## src/design/tfn_pkg.sv

```systemverilog
// Shared types and constants for the triangle face normal unit.
package tfn_pkg;

	localparam int EDGE_W     = 17;
	localparam int PROD_W     = 34;
	localparam int CROSS_W    = 35;
	localparam int MAG_W      = 34;
	localparam int POS_W      = 6;
	localparam int TARGET_BIT = 30;
	localparam int NRM_W      = TARGET_BIT + 1;
	localparam int SQ_W       = 2 * NRM_W;
	localparam int SUM_W      = 64;
	localparam int ROOT_W     = SUM_W / 2;
	localparam int REM_W      = ROOT_W + 2;
	localparam int FRAC_BITS  = 14;
	localparam int QUO_W      = FRAC_BITS + 1;
	localparam int NUM_W      = NRM_W + FRAC_BITS + 1;
	localparam int SQRT_CELLS = ROOT_W;
	localparam int DIV_CELLS  = QUO_W;

	typedef struct packed {
		logic signed [15:0] vertex_a_x;
		logic signed [15:0] vertex_a_y;
		logic signed [15:0] vertex_a_z;
		logic signed [15:0] vertex_b_x;
		logic signed [15:0] vertex_b_y;
		logic signed [15:0] vertex_b_z;
		logic signed [15:0] vertex_c_x;
		logic signed [15:0] vertex_c_y;
		logic signed [15:0] vertex_c_z;
	} face_t;

	typedef struct packed {
		logic signed [15:0] normal_x;
		logic signed [15:0] normal_y;
		logic signed [15:0] normal_z;
		logic               degenerate;
	} normal_t;

	typedef struct packed {
		logic                        valid;
		logic [2:0]                  neg;
		logic                        degen;
		logic [2:0][NRM_W-1:0]       mag;
	} side_t;

	typedef struct packed {
		side_t              side;
		logic [REM_W-1:0]   rem;
		logic [ROOT_W-1:0]  root;
		logic [SUM_W-1:0]   s;
	} sq_t;

	typedef struct packed {
		logic                    valid;
		logic [2:0]              neg;
		logic                    degen;
		logic [ROOT_W-1:0]       len;
		logic [2:0][ROOT_W-1:0]  rem;
		logic [2:0][QUO_W-1:0]   num;
		logic [2:0][QUO_W-1:0]   quo;
	} dv_t;

endpackage

```

## src/design/tfn_sqrt_cell.sv

```systemverilog
// One digit cell of the pipelined integer square root.
module tfn_sqrt_cell (
	input  logic          clk,
	input  logic          arst_n,
	input  logic          en,
	input  tfn_pkg::sq_t  d,
	output tfn_pkg::sq_t  q
);
	logic [tfn_pkg::REM_W+1:0] rem2;
	logic [tfn_pkg::REM_W+1:0] trial;
	tfn_pkg::sq_t              nxt;

	always_comb begin
		rem2  = {d.rem, d.s[tfn_pkg::SUM_W-1 -: 2]};
		trial = (tfn_pkg::REM_W+2)'({d.root, 2'b01});
		nxt   = d;
		nxt.s = {d.s[tfn_pkg::SUM_W-3:0], 2'b00};
		if (rem2 >= trial) begin
			nxt.rem  = tfn_pkg::REM_W'(rem2 - trial);
			nxt.root = {d.root[tfn_pkg::ROOT_W-2:0], 1'b1};
		end else begin
			nxt.rem  = rem2[tfn_pkg::REM_W-1:0];
			nxt.root = {d.root[tfn_pkg::ROOT_W-2:0], 1'b0};
		end
	end

	always_ff @(posedge clk or negedge arst_n) begin
		if (!arst_n) begin
			q.side.valid <= 1'b0;
		end else if (en) begin
			q <= nxt;
		end
	end
endmodule

```

## config.mk

```make
export PLATFORM = sky130hd
export DESIGN_NAME = tfn_sqrt_cell
export DESIGN_NICKNAME = d
export VERILOG_FILES = /design/src/design/tfn_pkg.sv /design/src/design/tfn_sqrt_cell.sv
export SDC_FILE = /design/constraint.sdc
export NUM_CORES = 1
export LEC_CHECK = 0
export ABC_AREA = 1
export BUFFER_PORTS_ARGS = -buffer_cell sky130_fd_sc_hd__buf_2
export CORE_ASPECT_RATIO = 0.6
export CORE_UTILIZATION = 35
export CTS_CLUSTER_SIZE = 40
export DETAILED_ROUTE_END_ITERATION = 16
export PLACE_DENSITY_LB_ADDON = 0.05
export SETUP_SLACK_MARGIN = 0.05
export SKIP_LAST_GASP = 1
export SYNTH_ARGS = -nofsm -noshare
export SYNTH_HDL_FRONTEND = slang
export SYNTH_SLANG_ARGS = --single-unit
```

## constraint.sdc

```tcl
create_clock -name clk -period 0.8 [get_ports clk]
set_input_delay 0.08 -clock clk [delete_from_list [all_inputs] [get_ports clk]]
set_output_delay 0.08 -clock clk [all_outputs]
set_load 0.02 [all_outputs]
```

---- Word level (Yosys, flattened, before mapping) ----
Cells that the tools add are included.
storage, ports and cells
  register bits after elaboration ......... 226
  bits of input ports ..................... 231
  output and inout bits ................... 228
  word-level logic and storage cells ...... 13
operators by class
  add/sub/neg operators ................... 1
  order comparisons ....................... 1
  mux-type cells .......................... 1
  reductions and logical operators ........ 1
operators with widths
  operator                                          number
  66-bit 2-to-1 mux                                 1
  36-bit by 34-bit >= comparator with 1-bit output  1
  34-bit subtractor                                 1
  2-bit AND reduction                               1

---- Longest topological paths before layout ----
  depth in word-level cells ............... 2
  depth in mapped cells ................... 16
  depth with buffers taken out ............ 15

---- Worst setup path after synthesis ----
No wires, ideal clock.
  path type ............................... input port to flip-flop
  start point ............................. input port arst_n
  end point ............................... register q[100] (netlist bit) (enable)
  arrival time ............................ 4.432 ns
  required time ........................... 0.224 ns
  setup slack ............................. -4.208 ns
  stages .................................. 2
  path through ............................ nand2_1 inv_1
on the way
  longest elaborated chain between the ends .. 1
RTL lines
  item                                  line                 text
  start, declared                       tfn_sqrt_cell.sv:4   input logic arst_n,
  2-bit AND reduction (no source line)  --
  end signal, assigned                  tfn_sqrt_cell.sv:31  q <= nxt;
  end, declared                         tfn_sqrt_cell.sv:7   output tfn_pkg::sq_t q
No other way between the ends.
A chain may end at the register's enable or synchronous reset.

==> impl_metrics.json <==
{
  "place_ws_ps": -1210,
  "grt-ovfl-total": 0,
  "cp_max_fo": 6,
  "arrival_ps": 1710,
  "drv_slew": 0,
  "regMostFlops": "q",
  "top_usage_layer": "met2",
  "vias": 9408,
  "clockBufferDepth": 3,
  "clk_latency_ps": 530,
  "synth_edf_count": 225,
  "placed_cells": 1817,
  "fin_crit_sh_pct": 177,
  "setup_ws_ps": -619,
  "firstDrtPassIters": 4,
  "grt_pass1_wl_um": 54100,
  "drt-total-wl_um": 37600,
  "cts.sinks": 226,
  "clock_skew_ps": 0,
  "synthTopCellsByArea": "edfxtp_1 (68%), nand2_1 (11%), inv_1 (5.3%)",
  "first_iter_violations": 596,
  "cp_data_required_time_ps": 1090,
  "die-height_um": 132,
  "grt_max_degree": 35,
  "irDropWorstVdd_mv": 1.66,
  "fin_area_um2": 18900,
  "routabilityCongestion": 0.902,
  "critPathLaunchType": "input port",
  "cts_tree": "built",
  "maxCapViolCount": 0,
  "power_mw": 34.2,
  "final_util_pct": 68.6,
  "yosysUniqueCellTypes": 27,
  "antenna_found_initial": 3,
  "hold_viol_final": 0,
  "met2_usage_pct": 40.0,
  "ys_seq_elements": 226,
  "rows": 47,
  "design.die.area_um2": 28900,
  "largest_reg_flops": 226,
  "reg_top3": "q x226",
  "placed_cell_area_um2": 14200,
  "syn_inst": 876,
  "p_per_area_nw_per_um2": 1800,
  "async_flop_share_pct": 0.442,
  "layout.nets": 1996,
  "drtAntennaViolNets": 0,
  "synth_area_um2": 9880,
  "vias_per_cell": 4.45,
  "layout_common_cells": "buf_2 (258), nand2_1 (239), dlygate4sd3_1 (226)",
  "violations": "negative setup slack",
  "core_um2": 27600,
  "area_delta_synth_final_pct": 91.9,
  "status": "finished with violations",
  "layout_commonest_cell": "buf_2",
  "final.min_clock_period_ps": 1420,
  "crit_type": "input port to register",
  "drive_gt1_share_pct": 46.1,
  "grtUsageMet1_pct": 34.3,
  "start_util_pct": 35.7,
  "drc_errors": 0,
  "root_buffer": "clkbuf_16",
  "gr-usage-met3_pct": 5.84,
  "hp-class": "input port to async pin",
  "synth.top_cell.area_share_pct": 68.4,
  "die-width_um": 219,
  "ys.warnings.count": 0,
  "leakagePower_nw": 8.59,
  "synth_top_cell_by_area": "edfxtp_1",
  "ioPinCount": 459,
  "portBuffers": 456,
  "place_hpwl_um": 26800,
  "timing.fmax_mhz": 705,
  "synth-seq-area-share_pct": 68.7,
  "routedWlPerCell_um": 17.8,
  "synth_area_per_cell_um2": 11.3,
  "cp-end-kind": "register",
  "track_usage_pct": 24.9,
  "clkSlewWorstSetupHoldPaths_ps": 60,
  "rsz0062_at_grt": "true",
  "htreeDepth": 1,
  "final-setup-viol-count": 261,
  "cts_buffers": 23,
  "grt_pass1_vias": 9349,
  "layout.cells.non_filler": 2116,
  "synth_ff_type": "edfxtp_1"
}
[cells in the mapped netlist (2+ instances only)]
library cell    n
nand2_1       284
edfxtp_1      225
inv_1         140
nor2_1         53
nand3_1        38
ha_1           34
a21oi_1        24
xor2_1         15
o21ai_0        12
nand4_1         6
nor2_2          6
buf_4           5
nand2_2         5
nand3b_1        4
o21bai_1        4
buf_6           3
nor3_1          3
xnor2_1         3
a21oi_2         2
and2_1          2
nand3_2         2
[cell families (layout without fill, tap and decap cells)]
| family | Yosys count | in the layout | share of synthesized area, % |
|---|---|---|---|
| AO/OA/AOI/OAI | 42 | 42 | 2.31 |
| XOR/XNOR | 18 | 18 | 1.60 |
| AND/OR/NAND/NOR | 405 | 405 | 16.9 |
| other | 1 | 4 | 0.0380 |
| flip-flops | 226 | 226 | 68.7 |
| adder cells (fa/ha/maj) | 34 | 34 | 4.31 |
| buffers and inverters | 149 | 1019 | 6.11 |
| multiplexers | 1 | 1 | 0.114 |
[report_power, final]
group          total [mW]  leakage (nW)  internal (mW)  switching (mW)
Sequential           14.4          2.12           14.1           0.363
Combinational        8.81          6.11           4.47            4.34
Clock                10.9         0.356           6.20            4.73
[repair_timing]
| action | 4_1_cts | 5_1_grt |
|---|---|---|
| setup endpoints to repair | 262 | 262 |
| gates resized for setup | 259 | 210 |
| setup buffers | 24 | 5 |
| pin swaps | 32 | 15 |
| cloned | 1 | 1 |
| hold buffers | 226 | 0 |
| hold endpoints to repair | 225 | 0 |
[through the flow]
stage | hold WS [ps] | setup TNS (ps)
after floorplan | -216 | -717750
after global placement | 38.0 | -96690
after detailed placement | 37.0 | -98400
after CTS | 4.95 | -100450
after global routing | 16.0 | -108900
final | 27.7 | -98280
[worst paths after layout]
check                      slack, ps            endpoint          startpoint  cells after the start
max                             -620    q[110]$_DFFE_PP_               d[82]                     15
min                               30  q[227]$_DFFE_PN0P_              arst_n                      3
max reg2reg                       20  q[227]$_DFFE_PN0P_  q[227]$_DFFE_PN0P_                      1
min reg2reg                      540  q[227]$_DFFE_PN0P_  q[227]$_DFFE_PN0P_                      1
max in group asynchronous        680  q[227]$_DFFE_PN0P_              arst_n                      3
min in group clk                  30     q[96]$_DFFE_PP_               d[62]                      5
[cell type report]
class / instances / area, um^2
well taps: 367 / 459
clock buffers: 32 / 629
fillers: 2161 / 8690
multi-input cells: 502 / 3260
inverters: 141 / 578
flip-flops and latches: 226 / 6780
repair buffers: 837 / 7110
diodes: 2 / 5.00
clock inverters: 9 / 116
[per-layer routing]
metal | up-vias | share of wire, %
li1 | 4592 | -
met1 | 4451 | 44
met5 | - | 0.029
met3 | 51 | 7.0
met4 | 2 | 2.0
met2 | 312 | 47
[worst max-delay path, cell delays in order]
cell and delay (ps):
buf_4 120, inv_8 30, ha_4 280, nand2_4 60, nor2_4 160, nand2_2 100
nor2_4 120, nand2_2 60, a21oi_2 180, nor2_4 70, nand2_8 130, inv_8 60
clkbuf_16 160, nand2_1 50, nand2_1 40
No activity file was read; power rests on OpenSTA's default activity.
