$ cat src/design/tfn_pkg.sv
// Shared types and constants for the triangle face normal unit.
package tfn_pkg;

	localparam int EDGE_W     = 17;
	localparam int PROD_W     = 34;
	localparam int CROSS_W    = 35;
	localparam int MAG_W      = 34;
	localparam int POS_W      = 6;
	localparam int TARGET_BIT = 30;
	localparam int NRM_W      = TARGET_BIT + 1;
	localparam int SQ_W       = 2 * NRM_W;
	localparam int SUM_W      = 64;
	localparam int ROOT_W     = SUM_W / 2;
	localparam int REM_W      = ROOT_W + 2;
	localparam int FRAC_BITS  = 14;
	localparam int QUO_W      = FRAC_BITS + 1;
	localparam int NUM_W      = NRM_W + FRAC_BITS + 1;
	localparam int SQRT_CELLS = ROOT_W;
	localparam int DIV_CELLS  = QUO_W;

	typedef struct packed {
		logic signed [15:0] vertex_a_x;
		logic signed [15:0] vertex_a_y;
		logic signed [15:0] vertex_a_z;
		logic signed [15:0] vertex_b_x;
		logic signed [15:0] vertex_b_y;
		logic signed [15:0] vertex_b_z;
		logic signed [15:0] vertex_c_x;
		logic signed [15:0] vertex_c_y;
		logic signed [15:0] vertex_c_z;
	} face_t;

	typedef struct packed {
		logic signed [15:0] normal_x;
		logic signed [15:0] normal_y;
		logic signed [15:0] normal_z;
		logic               degenerate;
	} normal_t;

	typedef struct packed {
		logic                        valid;
		logic [2:0]                  neg;
		logic                        degen;
		logic [2:0][NRM_W-1:0]       mag;
	} side_t;

	typedef struct packed {
		side_t              side;
		logic [REM_W-1:0]   rem;
		logic [ROOT_W-1:0]  root;
		logic [SUM_W-1:0]   s;
	} sq_t;

	typedef struct packed {
		logic                    valid;
		logic [2:0]              neg;
		logic                    degen;
		logic [ROOT_W-1:0]       len;
		logic [2:0][ROOT_W-1:0]  rem;
		logic [2:0][QUO_W-1:0]   num;
		logic [2:0][QUO_W-1:0]   quo;
	} dv_t;

endpackage

$ cat src/design/tfn_div_cell.sv
// One quotient-bit cell of the three-lane restoring divider.
module tfn_div_cell (
	input  logic          clk,
	input  logic          arst_n,
	input  logic          en,
	input  tfn_pkg::dv_t  d,
	output tfn_pkg::dv_t  q
);
	logic [tfn_pkg::ROOT_W:0] r2 [3];
	tfn_pkg::dv_t             nxt;

	always_comb begin
		nxt = d;
		for (int j = 0; j < 3; j++) begin
			r2[j] = {d.rem[j], d.num[j][tfn_pkg::QUO_W-1]};
			nxt.num[j] = {d.num[j][tfn_pkg::QUO_W-2:0], 1'b0};
			if (r2[j] >= {1'b0, d.len}) begin
				nxt.rem[j] = tfn_pkg::ROOT_W'(r2[j] - {1'b0, d.len});
				nxt.quo[j] = {d.quo[j][tfn_pkg::QUO_W-2:0], 1'b1};
			end else begin
				nxt.rem[j] = r2[j][tfn_pkg::ROOT_W-1:0];
				nxt.quo[j] = {d.quo[j][tfn_pkg::QUO_W-2:0], 1'b0};
			end
		end
	end

	always_ff @(posedge clk or negedge arst_n) begin
		if (!arst_n) begin
			q.valid <= 1'b0;
		end else if (en) begin
			q <= nxt;
		end
	end
endmodule

$ cat config.mk
export PLATFORM = sky130hd
export DESIGN_NAME = tfn_div_cell
export DESIGN_NICKNAME = d
export VERILOG_FILES = /design/src/design/tfn_pkg.sv /design/src/design/tfn_div_cell.sv
export SDC_FILE = /design/constraint.sdc
export NUM_CORES = 1
export LEC_CHECK = 0
export ABC_AREA = 0
export BUFFER_PORTS_ARGS = -buffer_cell sky130_fd_sc_hd__buf_2
export CAP_MARGIN = 20
export CORE_ASPECT_RATIO = 0.75
export CORE_MARGIN = 5
export CORE_UTILIZATION = 29
export DETAILED_ROUTE_END_ITERATION = 12
export GPL_ROUTABILITY_DRIVEN = 0
export GPL_TIMING_DRIVEN = 0
export PLACE_DENSITY_LB_ADDON = 0.05
export SETUP_SLACK_MARGIN = 0.1
export SLEW_MARGIN = 15
export SYNTH_ARGS = -nofsm -noshare
export SYNTH_HDL_FRONTEND = slang
export SYNTH_SLANG_ARGS = --single-unit
export TNS_END_PERCENT = 1
$ cat constraint.sdc
create_clock -name clk -period 1.51 [get_ports clk]
set_clock_uncertainty 0.2 [all_clocks]
set_input_delay 0 -clock clk [delete_from_list [all_inputs] [get_ports clk]]
set_output_delay 0 -clock clk [all_outputs]
set_load 0.01 [all_outputs]
# == Word level (Yosys, flattened, before mapping) ==
# Cells that the tools add are included.
# op_classes
addsub,3
order_cmp,3
n_mux,6
reduce_logical,1
# ops
cell,count
33-bit by 32-bit greater-or-equal comparator with 1-bit output,3
32-bit 2-to-1 mux,3
32-bit subtractor,3
1-bit 2-to-1 mux,3
2-bit AND reduction,1
# word_totals
register_bits,220
in_bits,226

# == Depth between registers and ports, before layout ==
# Gate-level depths: netlist (run 1).
# logic_depth
word_depth,2
depth_mapped,13

# == Worst setup path before layout (run 1) ==
# No wires, ideal clock.
# synth_path
path_type,input to register
from,input port en
to,register q[0] (netlist name) (enable)
setup_time_ns,0.606
t_arrival_ns,4.961
required_time_ns,0.704
setup_slack_ns,-4.257
path_stages,1
path_buffers,0
cell_sequence,and2_1
# synth_between
elab_chain_len,1
# synth_rtl
item,line,text
"start, declared",tfn_div_cell.sv:5,"input logic en,"
2-bit AND reduction (no source line),n/a,
"end signal, assigned",tfn_div_cell.sv:31,q <= nxt;
"end, declared",tfn_div_cell.sv:7,output tfn_pkg::dv_t q
# No other way between the ends.
# A chain may end at the register's enable or synchronous reset.

==> metrics.md, run 1 <==
| Metric | Value |
|---|---|
| Run status | finished, violations left |
| Violated checks | negative hold slack, negative setup slack |
| DRT iter0 DRCs | about 560 |
| PnR worst setup slack | -1.10 ns |
| First-pass GRT wire length | around 72000 um |
| Clock Path Buffers | 3 |
| Placed Instance Area | roughly 16000 um^2 |
| DRC errors left | 0 |
| Final hold vios | 55 |
| Vias per inst | about 4.8 |
| Worst-Margin Slew | roughly 0.63 ns |
| Cell Area, Synth | roughly 13000 um^2 |
| Crit share post-route | 173% |
| Worst-path fanout max | 6 |
| Fmax | between 300 and 400 MHz |
| Core Region | 44300 um^2 |
| Cell chain of the critical path | buf_4 -> clkinvlp_4 -> ha_4 -> nand4_1 -> nor2_1 -> a22oi_1 -> nand2_2 -> or4_4 -> nand2_4 -> o21ai_4 -> a41oi_4 -> buf_12 -> buf_12 -> buf_12 -> mux2_4 |
| Number of core rows | 67 |
| FF+latch area | around 6600 um^2 |
| Reg clk slew, reported paths | roughly 0.06 ns |
| Post-DRT Antenna Nets | 0 |
| I/O pin count | between 400 and 500 |
| Pre-CTS setup slack | -2.52 ns |
| Port Buffers | 442 |
| Design Area, Final | approximately 21000 um^2 |
| CTS Buf Count | 27 |
| TritonCTS clock tree | built |
| Top-area cell type share of the netlist area | 51.0% |
| Sequential fraction of the synthesis area | 51.2% |
| Fin util | between 40 and 50% |
| Slowest cell delay on critical path | ~0.56 ns |
| NumNets Final | roughly 2300 |
| Crit path kind | primary input to flip-flop |
| Die X | 254 um |
| Cell family with most CP delay | simple AND/OR/NAND/NOR gates |
| Fillers | ~4200 |
| Clk sinks | between 200 and 250 |
| Initial Util | between 20% and 30% |
| Ys Warns | 0 |
| EDFF count, synth | about 220 |
| Clock root buffer | clkbuf_16 |
| CP max stage cell | or4_4 |
| Vias in the first global route | between 10000 and 15000 |
| Avg WL per Cell | 19.5 um |
| Die height | around 190 um |
| P_leak | between 9 and 10 nW |
| Async set or reset register ratio after synthesis | 0.455% |
| Count of pins over their slew limit | 0 |
| Post-DP HPWL | 37300 um |
| Dominant cell type by area after synthesis | edfxtp_1 |
| Most Frequent Cell on Critical Path | buf_12 |
| GRT Resource Usage Total | a little under a fifth |
| Biggest registers after layout | q x220 |
| Initial antenna violation count | 7 |
| Htree depth | 1 |
| Slew Limit Headroom | 57.8% |
| Post-synthesis cell count | ~1100 |
| Area taken by multi-input logic gates | ~6700 um^2 |
| Largest net degree at the start of global routing | 52 |
| Final min period | ~2.6 ns |
| Worst vdd ir | between 0.6 and 0.7 mV |
| Placed insts | between 2000 and 2500 |
| Hold crit path type | primary input to flip-flop |
| Worst Path Required | around 1.6 ns |
| P&R area growth vs syn | 66.1% |
| Ranking of synthesized cells by area | edfxtp_1 51%, ha_1 9.3%, a21oi_1 5.0%, mux2_2 3.9%, xnor2_1 3.5% |
| Most flops, register | q |
| Count of cell types in the netlist | 69 |
| Min Hold Slack | -0.423 ns |
| Layout Cells excl Fill | between 2000 and 3000 |
| Drt pass-1 iters | 4 |
| Critical path arrival | approximately 2.7 ns |
| Max-Cap Viols | 0 |
| Post-synth top flop | edfxtp_1 |
| Share of layout cells above drive strength 1 | 37.1% |
| Max FFs per register | 220 |
| Setup crit start kind | primary input |
| Power Density | 916 nW/um^2 |
| Mean post-synth cell area | ~11 um^2 |
| RSZ-0062 raised after global routing | yes |
| Setup TNS | -127.31 ns |
| Clock latency on the worst-skew pair | approximately 0.55 ns |
| Synth cell count leaders | 219 x edfxtp_1, 128 x a21oi_1, 96 x ha_1 |
| WP buf/inv | 5 |
| Top-count cell post-synth | edfxtp_1 |
| CP Capture Type | flip-flop |
| Synth Register Bits | 220 |
| Vias | 12300 |
| Die area | just under 50000 um^2 |
| Pwr Total | about 20 mW |
| Total wire length | 50100 um |
| Grt ovf | 0 |
| Setup-failing EPs final | between 200 and 300 |
-- final cells by class --
class / instances / area share, %
multi-input cells: 817 / 31.2
inverters: 63 / 1.41
well taps: 586 / 3.42
clock inverters: 11 / 0.473
repair buffers: 813 / 28.2
plain buffers: 32 / 1.26
clock buffers: 32 / 3.24
diodes: 2 / 0.0233
flip-flops and latches: 220 / 30.8
-- placed cells by master (no fill, tap or decap), types with 8 or more instances in the layout --
cell           count
clkbuf_16         27
mux2_2            27
a21o_1            54
buf_12            10
clkinvlp_4        14
o21bai_1          10
mux2_4            23
ha_4              27
dlygate4sd3_1    303
mux2i_1            8
clkbuf_1          14
nor3_1            11
a21oi_1          117
o21a_1            15
buf_6             17
nand4_1           18
inv_1             40
xnor2_1           51
nand2_1           55
o21ai_0           35
buf_2            437
ha_1              63
a31oi_1            8
nor2b_1            8
nand3_1           16
buf_4             53
edfxtp_1         219
xor2_1            31
a21oi_2           10
nor2_1            92
-- kinds of logic after synthesis --
kind of cell,share of synthesized area (%)
buffers and inverters,3.27
multiplexers,4.98
other,0.0291
AO/OA/AOI/OAI,16.3
XOR/XNOR,5.63
AND/OR/NAND/NOR,8.80
adder cells (fa/ha/maj),9.77
flip-flops,51.2
-- final timing paths --
kind,slack [ns],cells past startpoint,startpoint,endpoint
hold reg to reg,0.33,1,q[222],q[222]
setup / recovery,-1.10,15,d[199],q[146]
min in group asynchronous,0.22,4,arst_n,q[222]
setup reg to reg,0.56,1,q[222],q[222]
max in group asynchronous,0.78,4,arst_n,q[222]
hold / removal,-0.42,2,d[147],q[148]
-- report_power, final --
group          internal [mW]  switching [mW]
sequential              7.42           0.125
combinational           3.01            3.02
clock                   3.43            2.63
-- layer usage --
| metal | global-route usage (%) | up-vias | part of all wire, % |
|---|---|---|---|
| met1 | 25.8 | 5891 | 44 |
| met2 | 31.6 | 320 | 48 |
| li1 | - | 5961 | - |
| met3 | 3.93 | 80 | 5.4 |
| met5 | 0 | - | 0.14 |
| met4 | 4.67 | 10 | 2.4 |
-- timing repair --
item                                    CTS  global route
pin swaps                                25            29
endpoints found under the hold margin   246            93
hold buffers                            278            27
cloned                                    2             0
endpoints found under the setup margin   99           290
resized for setup                        95            79
setup buffers                            47            14
(Power assumes the default switching activity.)
==> inputs of run 2 (changes only) <==
- CORE_MARGIN: 5 -> unset
==> metrics.md, run 2 (same netlist as run 1, synthesis figures left out) <==
| Metric | Value |
|---|---|
| Pre-CTS setup slack | -2.53 ns (-0.00868 ns) |
| Comb power frac | 30.5% (-0.2 points) |
| Worst vdd ir | 0.666 mV (-2.6%) |
| WP buf/inv | 4 (-1) |
| RSZ-0062 raised after global routing | yes |
| R2r endpoint | q[222] |
| Clk pwr share | 31.0% (+0.2 points) |
| Reg clk slew, reported paths | 0.06 ns (about the same) |
| Count of pins over their slew limit | 0 (unchanged) |
| GRT met1 Usage | 27.8% (+2.0 points) |
| Worst Path Required | 1.59 ns (-0.02 ns) |
| NumNets Final | 2276 (-1.0%) |
| Die height | 185 um (-4.2%) |
| Initial Util | 29.6% (+0.50 points) |
| Drt pass-1 iters | 5 (+1) |
| Clk sinks | 220 (unchanged) |
| Htree depth | 1 (unchanged) |
| P&R area growth vs syn | 65.3% |
| Critical path arrival | 2.72 ns (about the same) |
| Share of layout cells above drive strength 1 | 36.9% (-0.13 points) |
| Pint | 13.9 mW (+0.51%) |
| Seq pwr share | 38.5% (about the same) |
| Origin of the critical flop-to-flop path | q[222] |
| Die X | 246 um (-3.2%) |
| Setup-failing EPs final | 99 (-62%) |
| Min Hold Slack | -0.502 ns (-0.0789 ns) |
| Crit share post-route | 175% (+1.9 points) |
| Max FFs per register | 220 (unchanged) |
| P_leak | 8.99 nW (-1.1%) |
| Run status | finished, violations left |
| Final min period | 2.64 ns (+0.0289 ns) |
| Commonest non-fill, non-tap cell in the layout | buf_2 |
| Commonest non-fill, non-tap cells in the layout | 434 x buf_2, 304 x dlygate4sd3_1, 219 x edfxtp_1, 118 x a21oi_1, 85 x nor2_1 |
| Vias per inst | 4.73 (-0.60%) |
| Vias | 12100 (-1.6%) |
| Initial antenna violation count | 6 (-1) |
| DRC errors left | 0 (unchanged) |
| GRT met2 Usage | 33.2% (+1.6 points) |
| Net Sw Frac | 28.9% (-0.53 points) |
| R2r setup slk | 0.52 ns (-0.04 ns) |
| Vias in the first global route | 11800 (-4.5%) |
| Fillers | 4101 (-1.9%) |
| Cell chain of the critical path | buf_2 -> dlygate4sd3_1 -> ha_1 -> a21oi_1 -> o21ai_1 -> or4_4 -> nand2_4 -> o21ai_4 -> a41oi_4 -> buf_12 -> buf_12 -> mux2_4 |
| First-pass GRT wire length | 69000 um (-3.9%) |
| Post-DP HPWL | 36100 um (-3.0%) |
| CTS Buf Count | 26 (-3.7%) |
| Min-delay src | d[187] |
| Final hold vios | 53 (-3.6%) |
| Clock root buffer | clkbuf_16 |
| Number of cells on the worst hold path | 1 (-1) |
| Switching power | 5.66 mW (-2.0%) |
| I/O pin count | 449 (unchanged) |
| Core Region | 43600 um^2 (-1.7%) |
| Port Buffers | 442 (unchanged) |
| Die area | 45400 um^2 (-7.2%) |
| Number of core rows | 66 (-1.5%) |
| Hold crit path type | primary input to flip-flop |
| Grt ovf | 0 (unchanged) |
| Most used routing layer | met2 |
| CP max stage cell | dlygate4sd3_1 |
| Worst-Margin Slew | 0.654 ns (+0.0278 ns) |
| GRT Resource Usage Total | 20.1% (+1.0 points) |
| Max-Cap Viols | 0 (unchanged) |
| PnR worst setup slack | -1.13 ns (-0.0289 ns) |
| FF-to-FF path depth | 1 (unchanged) |
| DRT iter0 DRCs | 605 (+7.8%) |
| Slew Limit Headroom | 56.4% (-1.4 points) |
| TritonCTS clock tree | built |
| Worst-path fanout max | 7 (+1) |
| Avg WL per Cell | 19.1 um (-1.9%) |
| Setup TNS | -100.52 ns (+26.79 ns) |
| Cell family with most CP delay | buffers and inverters |
| Violated checks | negative hold slack, negative setup slack |
| Slowest cell delay on critical path | 0.59 ns (+0.03 ns) |
| Fmax | 379 MHz (-1.1%) |
| Clock Path Buffers | 3 (unchanged) |
| Crit path kind | primary input to flip-flop |
| Setup crit start kind | primary input |
| Post-DRT Antenna Nets | 0 (unchanged) |
| Largest net degree at the start of global routing | 56 (+7.7%) |
| Biggest registers after layout | q x220 |
| M3 GR Usage | 2.91% (-1.0 points) |
| Most flops, register | q |
| Power Density | 918 nW/um^2 (+0.25%) |
| Clock latency on the worst-skew pair | 0.53 ns (-0.02 ns) |
| CP Capture Type | flip-flop |
| Hold Path End | q[187] |
| Most Frequent Cell on Critical Path | buf_12 |
| Total wire length | 48700 um (-2.9%) |
run 2: cell types whose count changed in the layout (fill, tap and decap cells not counted), moves of 5 or more:
cell	delta
clkinvlp_4	-5
clkinv_1	+5
ha_4	+5
buf_4	-17
ha_1	-8
nor2_1	-7
nor2_2	+7
run 2: metrics by stage:
step,power (mW),instances,instance area [um^2],util (%),hold WS [ns]
after floorplan,10.7,1134,13300,-,-0.496
after global routing,20.6,2547,21300,48.9,-0.530
after global placement,12.4,2154,16200,37.1,-0.416
final,19.6,2549,21300,48.9,-0.502
after detailed placement,12.4,2158,16300,37.3,-0.410
after CTS,19.5,2498,20400,46.8,-0.540
run 2: what timing repair did:
action                     4_1_cts  5_1_grt
hold endpoints to repair       261       68
cloned                           1        2
resized for setup               75      122
hold buffers                   284       26
setup buffers                   13       20
pin swaps                       13       30
setup endpoints to repair       99      276
run 2: power by group through the flow:
stage | clock (mW) | combinational, mW | sequential (mW)
floorplan | 0 | 2.70 | 7.98
global placement | 0 | 4.71 | 7.68
detailed placement | 0 | 4.72 | 7.67
CTS | 6.35 | 5.57 | 7.55
global route | 6.49 | 6.47 | 7.60
finish | 6.07 | 5.97 | 7.55
run 2: area by class of cell:
| cell class | count | area, um^2 | area share [%] |
|---|---|---|---|
| Buffer | 34 | 297 | 1.39 |
| Clock inverter | 13 | 116 | 0.546 |
| Tap cell | 578 | 723 | 3.39 |
| Inverter | 63 | 304 | 1.43 |
| Timing Repair Buffer | 789 | 5810 | 27.3 |
| Clock buffer | 29 | 683 | 3.20 |
| Antenna cell | 6 | 15.0 | 0.0704 |
| Sequential cell | 220 | 6600 | 30.9 |
| Multi-Input combinational cell | 817 | 6780 | 31.8 |
run 2: metal layers:
metal  vias up  wire length, um
met5         -               13
met1      5818            22600
met4         2              715
met3        50             1890
li1       5912                -
met2       279            23500
run 2: worst max path at each step:
stage                     startpoint  endpoint  slack [ns]  cells past startpoint
after floorplan               d[205]    q[140]       -1.21                     13
after global placement        d[187]    q[177]       -2.56                     13
after detailed placement      d[187]    q[177]       -2.53                     13
after CTS                     d[187]    q[132]       -1.21                     14
after global routing          d[206]    q[146]       -1.18                     14
final                         d[142]    q[143]       -1.13                     12
